[src/dri_pkg.sv]
// ----------------------------------------------------------------------------
// dri_pkg
// types and constants shared by the binary64 round-to-integer core
// ----------------------------------------------------------------------------
package dri_pkg;

    localparam int unsigned MantBits = 52;
    localparam int unsigned ExpBits  = 11;
    localparam logic [10:0] ExpAll   = 11'h7ff;
    localparam logic [10:0] ExpBias  = 11'h3ff;
    localparam logic [11:0] MinBase  = 12'hbfe;
    localparam logic [63:0] QuietNan = 64'h7FF8000000000000;
    localparam logic [63:0] PosOne   = 64'h3FF0000000000000;
    localparam logic [63:0] NegOne   = 64'hBFF0000000000000;

    // rounding mode codes
    localparam logic [2:0] RM_NEAR_EVEN = 3'd0;
    localparam logic [2:0] RM_NEAR_AWAY = 3'd1;
    localparam logic [2:0] RM_ZERO      = 3'd2;
    localparam logic [2:0] RM_UP        = 3'd3;
    localparam logic [2:0] RM_DOWN      = 3'd4;

    typedef struct packed {
        logic [63:0] value_bits;
        logic [2:0]  rounding_mode;
        logic [6:0]  int_width;
    } t_in;

    typedef struct packed {
        logic [63:0] result_bits;
        logic        invalid;
    } t_out;

endpackage

[src/dri_round.sv]
// ----------------------------------------------------------------------------
// dri_round
// three-stage pipeline: decode and mask, add and clear, range check
// ----------------------------------------------------------------------------
module dri_round
    import dri_pkg::*;
(
    input  logic i_clk,
    input  logic i_rst_n,
    input  logic i_valid,
    input  t_in  i_item,
    output logic o_valid,
    output t_out o_item
);

    // stage 1: decode, pick mode, build increment and mask
    logic [10:0] s1_be;
    logic [2:0]  s1_mode;
    logic        s1_neg;
    logic [5:0]  s1_sh;
    logic [63:0] s1_fm, s1_inc, s1_small;
    logic        s1_is_small, s1_bad;

    always_comb begin
        s1_be   = i_item.value_bits[62:52];
        s1_neg  = i_item.value_bits[63];
        s1_mode = (i_item.rounding_mode > RM_DOWN) ? RM_ZERO : i_item.rounding_mode;
        s1_bad  = (s1_be == ExpAll) || (i_item.int_width == 7'd0);
        s1_is_small = s1_be < ExpBias;
        s1_sh   = 6'(11'd52 - (s1_be - ExpBias));
        s1_fm   = 64'd0;
        s1_inc  = 64'd0;
        if (!s1_is_small && s1_be < ExpBias + 11'd52) begin
            s1_fm = (64'd1 << s1_sh) - 64'd1;
            case (s1_mode)
                RM_NEAR_EVEN: s1_inc = (s1_fm >> 1)
                    + 64'(i_item.value_bits[s1_sh]);
                RM_NEAR_AWAY: s1_inc = (s1_fm >> 1) + 64'd1;
                RM_UP:        s1_inc = s1_neg ? 64'd0 : s1_fm;
                RM_DOWN:      s1_inc = s1_neg ? s1_fm : 64'd0;
                default:      s1_inc = 64'd0;
            endcase
        end
        // small magnitude result
        s1_small = {s1_neg, 63'd0};
        if (i_item.value_bits[62:0] == 63'd0) begin
            s1_small = i_item.value_bits;
        end else begin
            case (s1_mode)
                RM_NEAR_EVEN: if (s1_be == ExpBias - 11'd1 && i_item.value_bits[51:0] != 52'd0)
                    s1_small = s1_neg ? NegOne : PosOne;
                RM_NEAR_AWAY: if (s1_be == ExpBias - 11'd1)
                    s1_small = s1_neg ? NegOne : PosOne;
                RM_UP:        if (!s1_neg) s1_small = PosOne;
                RM_DOWN:      if (s1_neg) s1_small = NegOne;
                default:      s1_small = {s1_neg, 63'd0};
            endcase
        end
    end

    logic        r_v1, r_v2, r_v3;
    logic [63:0] r_x1, r_inc1, r_fm1, r_small1, r_r2;
    logic        r_sm1, r_bad1, r_bad2, r_bad3;
    logic [6:0]  r_w1, r_w2;
    logic [63:0] r_r3;

    always_ff @(posedge i_clk) begin
        if (!i_rst_n) begin
            r_v1 <= 1'b0;
            r_v2 <= 1'b0;
            r_v3 <= 1'b0;
        end else begin
            r_v1 <= i_valid;
            r_v2 <= r_v1;
            r_v3 <= r_v2;
        end
    end

    // stage 2: add increment and clear fraction, or take the small-magnitude result
    logic [63:0] s2_r;
    assign s2_r = r_sm1 ? r_small1 : ((r_x1 + r_inc1) & ~r_fm1);

    // stage 3: range check against the signed width
    logic [10:0] s3_re, s3_e;
    logic [11:0] s3_min;
    logic        s3_bad;
    always_comb begin
        s3_re  = r_r2[62:52];
        s3_e   = s3_re - ExpBias;
        s3_min = MinBase + {5'd0, r_w2};
        s3_bad = r_bad2;
        if (s3_re >= ExpBias) begin
            if ({1'b0, s3_e} > {5'd0, r_w2} - 12'd1 ||
                ({1'b0, s3_e} == {5'd0, r_w2} - 12'd1 && r_r2 != {s3_min, 52'd0}))
                s3_bad = 1'b1;
        end
    end

    always_ff @(posedge i_clk) begin
        r_x1     <= i_item.value_bits;
        r_inc1   <= s1_inc;
        r_fm1    <= s1_fm;
        r_small1 <= s1_small;
        r_sm1    <= s1_is_small;
        r_bad1   <= s1_bad;
        r_w1     <= i_item.int_width;
        r_r2     <= s2_r;
        r_bad2   <= r_bad1;
        r_w2     <= r_w1;
        r_r3     <= s3_bad ? QuietNan : r_r2;
        r_bad3   <= s3_bad;
    end

    assign o_valid = r_v3;
    assign o_item  = '{result_bits: r_r3, invalid: r_bad3};

endmodule

[src/double_round_to_int_width_core.sv]
// ----------------------------------------------------------------------------
// double_round_to_int_width_core
// rounds a binary64 to an integral value and checks it against a signed width
// ----------------------------------------------------------------------------
// One operand per cycle; busy stays low. Each result passes from its start transfer
// through a three-stage pipeline (decode, add, range check) and leaves
// marked by a one-cycle o_done strobe; the receiver cannot stall it.
module double_round_to_int_width_core
    import dri_pkg::*;
(
    input  logic i_clk,
    input  logic i_rst_n,
    input  logic start,
    output logic busy,
    input  t_in  i_item,
    output logic o_done,
    output t_out o_item
);

    // pipeline never stalls
    assign busy = 1'b0;

    dri_round u_round (
        .i_clk   (i_clk),
        .i_rst_n (i_rst_n),
        .i_valid (start),
        .i_item  (i_item),
        .o_valid (o_done),
        .o_item  (o_item)
    );

endmodule

[config.mk]
export PLATFORM = sky130hd
export DESIGN_NAME = double_round_to_int_width_core
export DESIGN_NICKNAME = d
export VERILOG_FILES = /design/src/dri_pkg.sv /design/src/dri_round.sv /design/src/double_round_to_int_width_core.sv
export SDC_FILE = /design/constraint.sdc
export NUM_CORES = 1
export LEC_CHECK = 0
export BUFFER_PORTS_ARGS = -buffer_cell sky130_fd_sc_hd__buf_2
export CAP_MARGIN = 20
export CORE_AREA = 2 2 190 192
export CTS_CLUSTER_DIAMETER = 120
export DETAILED_ROUTE_END_ITERATION = 7
export DIE_AREA = 0 0 192 194
export PLACE_DENSITY_LB_ADDON = 0.05
export SETUP_SLACK_MARGIN = 0.5
export SYNTH_ARGS = -nofsm -noshare
export SYNTH_HDL_FRONTEND = slang
export SYNTH_HIERARCHICAL = 1
export SYNTH_SLANG_ARGS = --single-unit
export TNS_END_PERCENT = 5
[constraint.sdc]
create_clock -name i_clk -period 5.7 [get_ports i_clk]
set_input_delay 0.57 -clock i_clk [delete_from_list [all_inputs] [get_ports i_clk]]
set_output_delay 0.57 -clock i_clk [all_outputs]
set_load 0.03 [all_outputs]
== Yosys cells after proc, flatten, opt, wreduce, memory -nomap -nowiden ==
Index checks and enable logic that the tools add are counted.
Storage, ports and cells
  output and inout bits: 67
  register bits after elaboration: 405
  input port bits: 77
  word-level logic and storage cells: 66
Cells by class
  order comparisons: 6
  reductions and logical operators: 10
  shifts and indexed selects: 1
  equality and inequality tests: 7
  $add $sub $neg: 9
  bitwise logic cells: 2
  mux-type cells: 16
Operator list (count)
  $mux W64: 9
  $pmux W64 S4: 2
  $add A63 B1 Y64: 1
  $add A63 B1 Y64 const B: 1
  $add A64 B64 Y64: 1
  $and A64 B64 Y64: 1
  $ne A64 B64 Y1: 1
  $not A64 Y64: 1
  $shl A1 B6 Y64 const A: 1
  $sub A64 B1 Y64 const B: 1
  $logic_not A63 Y1: 1
  $reduce_bool A52 Y1: 1
  $add A12 B7 Y12 const A: 1
  $eq A11 B12 Y1: 1
  $gt A11 B12 Y1: 1
  $eq A11 B10 Y1 const B: 1
  $eq A11 B11 Y1 const B: 1
  $ge A11 B10 Y1 const B: 1
  $lt A11 B10 Y1 const B: 1
  $lt A11 B11 Y1 const B: 1
  $sub A11 B10 Y11 const B: 1
  $sub A7 B1 Y8 const B: 1
  $logic_not A7 Y1: 1
  $lt A6 B7 Y1 const B: 1
  13 further kinds: 18

== Longest topological paths before layout ==
  depth in word-level cells: 6
  mapped depth: 25
  depth with buffers taken out: 18

== Hierarchy ==
Netlist, hierarchy kept.
Modules (own cells, without submodules)
  dri_round: cells each 2084, area each 19075.8 um^2, instances 1, seq. area each 8107.8 um^2
  double_round_to_int_width_core: cells each 2, area each 11.3 um^2, instances 1, seq. area each 0.0 um^2

== Worst setup path before layout ==
No wires, ideal clock.
  kind: input port to flip-flop
  from: input port i_item[64] in the netlist's numbering
  to: register u_round.r_inc1[54]
  setup time: 79 ps
  path buffers: 10
  path slack: -123 ps
  cell stages on the path: 24
  data arrival time: 5744 ps
  data required time: 5621 ps
  cell sequence: buf_6 -> buf_6 -> buf_6 -> buf_2 -> inv_2 -> ha_1 -> buf_2 -> buf_2 -> buf_1 -> clkbuf_1 -> clkbuf_1 -> clkbuf_1 -> mux4_2 -> nand2_1 -> a21oi_1 -> a221o_1 -> ha_1 -> ha_1 -> nand4bb_1 -> a2111oi_2 -> nand4_2 -> or4b_4 -> or3_1 -> o211ai_1
Between the ends
  cells in the longest elaborated chain, start to end: 6
  elaborated cells between the ends (all ways): 15
  those cells by class: add/sub: 5; order compare: 2; shift: 1; mux: 5; reduce/logical: 2
RTL lines
  from (decl): RTL line double_round_to_int_width_core.sv:15  | input t_in i_item,
  $sub A6 B6 Y6 (2 in a row): RTL line dri_round.sv:30  | s1_sh = 6'(11'd52 - (s1_be - ExpBias));
  $shl A1 B6 Y64 or $bmux W1 S6 (tied branches): RTL line dri_round.sv:34, dri_round.sv:37
  $sub A64 B1 Y64 or $mux W1 (tied branches): RTL line dri_round.sv:34, dri_round.sv:37
  $add A63 B1 Y64 (tied with other cells): RTL line dri_round.sv:38  | RM_NEAR_AWAY: s1_inc = (s1_fm >> 1) + 64'd1;
  $pmux W64 S4: RTL line dri_round.sv:35  | case (s1_mode)
  to (signal assigned): RTL line dri_round.sv:101  | r_inc1 <= s1_inc;
  to (decl): RTL line dri_round.sv:62  | logic [63:0] r_x1, r_inc1, r_fm1, r_small1, r_r2;
Several ways; a longest one is shown, not always the timed one. The select of a mux whose other input is x is not followed.
A chain may end at the register's enable or synchronous reset.

== Final worst setup path ==
  from: register u_round.r_x1[2]
  to: register u_round.r_r2[46]
Between the ends
  cells in the longest elaborated chain, start to end: 3
RTL lines
  from (decl): RTL line dri_round.sv:62
  from (signal assigned): RTL line dri_round.sv:100  | r_x1 <= i_item.value_bits;
  $add A64 B64 Y64: RTL line dri_round.sv:81  | assign s2_r = r_sm1 ? r_small1 : ((r_x1 + r_inc1) & ~r_fm1);
  $and A64 B64 Y64: RTL line dri_round.sv:81
  $mux W64: RTL line dri_round.sv:81
  via u_round.s2_r[46]: RTL line dri_round.sv:80  | logic [63:0] s2_r;
  to (signal assigned): RTL line dri_round.sv:107  | r_r2 <= s2_r;
  to (decl): RTL line dri_round.sv:62
The timed path passes the listed nets, and every way through them passes these cells.

==> results.json <==
{
  "status": "complete, no violations",
  "ys_ff_latch": 405,
  "async_flop_share_pct": 0,
  "cts.sinks": 405,
  "num_rows": 69,
  "first_global_vias": 15800,
  "finalSetupViolations": 0,
  "netlist_area_um2": 19100,
  "stdcell_area_um2": 21900,
  "cts_buffers": 42,
  "synth_top_cells_by_count": "dfxtp_1 (405), nor2_1 (205), nand2_1 (171)",
  "end_kind": "flip-flop",
  "postCtsHoldBufs": 0,
  "max_freq_mhz": 218,
  "slew_viol_final": 0,
  "drt-total-wl_mm": 67.0,
  "cts_resized": 0,
  "path_class": "flip-flop to flip-flop",
  "cts_root_buffer": "clkbuf_16",
  "cp-start-kind": "flip-flop",
  "drc": 0,
  "path_clk_slew_ns": 0.06,
  "first_pass_iters": 6,
  "worst_path_max_delay_cell": "o31ai_1",
  "die_area_um2": 37200,
  "synth_top_area_share_pct": 42.5,
  "ant_nets": 0,
  "reg2reg_slack_ns": 1.12,
  "p_per_area_nw_per_um2": 326,
  "rsz0062_at_grt": "false",
  "synthTopCellsByArea": "dfxtp_1 (42%), ha_1 (5.4%), nor2_1 (4.0%)",
  "core_um2": 35200,
  "power_uw": 7130,
  "postPlaceCellArea_um2": 20500,
  "die-height_um": 194,
  "setup_tns_ns": 0,
  "port_buffers": 142,
  "clock_path_buffers": 3,
  "hold_class": "input port to flip-flop",
  "critPathArrivalTime_ns": 4.95,
  "yosys.area.top_type": "dfxtp_1",
  "p_leak_uw": 0.00920,
  "grt.overflow.total": 0,
  "period_share_pct": 80.4,
  "path_delay_family": "compound AO/OA/AOI/OAI gates",
  "synth_cells": 2086,
  "worstMarginPinSlew_ns": 1.24,
  "initial_core_util_pct": 54.2,
  "ys_warn_count": 6,
  "route.vias.total": 17000,
  "ios": 144,
  "post_cts.repair.setup_buffers": 0,
  "clk_latency_ns": 0.57,
  "crit_chain": "ha_1, nor2b_1, o31a_1, o31ai_1, nand3_1, a31oi_1, o21ai_0, a31oi_1, o21ai_0, xnor2_1, o31ai_1",
  "hold_viol": 0,
  "cts_max_level": 2,
  "hpwlAfterDp_mm": 52.1,
  "synth_cell_types": 112,
  "period_needed_ns": 4.58,
  "crit_path_max_fanout": 5,
  "cpPeakStageDelay_ns": 0.80,
  "chipWidth_um": 192,
  "grt_first_pass_wirelength_mm": 99.3,
  "syn2layout_area_growth_pct": 14.7,
  "grt_usage_pct": 35.6,
  "cp.required_ns": 6.07,
  "skew_ns": 0.0184,
  "drive_above_1_share_pct": 15.4,
  "route.detailed.wl_per_inst_um": 24.4,
  "cts_tree": "built",
  "seq_area_frac_synth_pct": 42.5,
  "timing.hold.ws_ns": 0.123,
  "grt_max_degree": 65,
  "ir_drop_mv": 0.367,
  "synth_edf_count": 0,
  "diodes": 0,
  "drt-initial-drc-count": 1876,
  "grt_antenna_before_repair": 3,
  "fillCellCount": 3008,
  "cp_num_buf_inv": 0,
  "cap_violations": 0,
  "routed_via_density": 6.19,
  "synth_flop_cell": "dfxtp_1",
  "fin_nets": 2413,
  "yosysMostFrequentCell": "dfxtp_1",
  "postSynthAreaPerCell_um2": 9.15,
  "gp_congestion": 1.02,
  "slew-limit-headroom_pct": 15.9
}
[power breakdown]
group          leakage (uW)  internal [uW]  switching, uW
Sequential          0.00336           2990           73.4
Clock              0.000681           1590           1150
Combinational       0.00516            440            884
Total               0.00920           5020           2110
[per-stage QoR]
stage / util [%] / setup slack (ns) / cells
final: 62.2 / 1.12 / 2746
after detailed placement: 58.1 / 0.683 / 2668
after global placement: 58.1 / 0.770 / 2667
after global routing: 62.2 / 0.911 / 2746
after CTS: 62.1 / 1.23 / 2744
after floorplan: - / 0.510 / 2140
[flip-flops by register name (all words and copies together) (netlist names), 7 cells and up]
register,count
u_round/r_inc1,64
u_round/r_x1,64
u_round/r_r3,64
u_round/r_small1,64
u_round/r_r2,64
u_round/r_w2,7
u_round/r_fm1,64
u_round/r_w1,7
[path summary, 6_finish.rpt]
| kind | startpoint | to | cells past startpoint |
|---|---|---|---|
| setup / recovery | u_round/r_x1[2] | u_round/r_r2[46] | 11 |
| hold / removal | i_item[2] | u_round/r_w1[2] | 1 |
| setup reg to reg | u_round/r_x1[2] | u_round/r_r2[46] | 11 |
| hold reg to reg | u_round/r_w1[4] | u_round/r_w2[4] | 0 |
[worst reg2reg max path, cell delays in order (launching register included)]
cell and delay (ns):
dfxtp_1 0.31, ha_1 0.35, nor2b_1 0.20, o31a_1 0.36, o31ai_1 0.35, nand3_1 0.20
a31oi_1 0.64, o21ai_0 0.31, a31oi_1 0.36, o21ai_0 0.28, xnor2_1 0.22, o31ai_1 0.80
[cells by family after synthesis]
logic type                 share of synthesized area (%)
DFF                                                 42.5
other                                             0.0393
xor gates and xnor gates                            6.19
muxes                                               2.78
AOI/OAI and AO/OA                                   19.1
and+or+nand+nor                                     20.5
adders and majority gates                           5.48
buffers and inverters                               3.37
[cell type report]
cell class	instances	area (um^2)	share of cell area (%)
clock inverter	17	168	0.766
tap	461	577	2.63
inverter	25	98.8	0.451
multi-input combinational	1587	10600	48.4
sequential	405	8110	37.0
timing repair buffer	192	1090	4.98
clock buffer	59	1250	5.70
[cell usage in the layout (no fill, tap or decap), types with 23 or more instances in the layout]
| cell type | instances |
|---|---|
| inv_1 | 23 |
| a21oi_1 | 116 |
| and2_1 | 64 |
| nand2_1 | 171 |
| ha_1 | 80 |
| clkbuf_16 | 44 |
| nand3_1 | 46 |
| a21o_1 | 49 |
| xor2_1 | 49 |
| nor4_1 | 39 |
| conb_1 | 56 |
| buf_4 | 46 |
| o22ai_1 | 36 |
| xnor2_1 | 81 |
| nand4_1 | 27 |
| nand2b_1 | 36 |
| nor2_1 | 204 |
| o31ai_1 | 64 |
| dfxtp_1 | 404 |
| nor3_1 | 56 |
| buf_2 | 144 |
| o21ai_0 | 73 |
[per-layer routing]
| metal | share of wire, % | vias up | track usage (%) |
|---|---|---|---|
| met4 | 5.7 | 0 | 17.7 |
| met5 | 0 | - | 0 |
| met3 | 10 | 178 | 8.25 |
| met1 | 42 | 8046 | 49.7 |
| met2 | 42 | 946 | 51.5 |
| li1 | - | 7832 | - |
No activity file was read; power rests on OpenSTA's default activity.
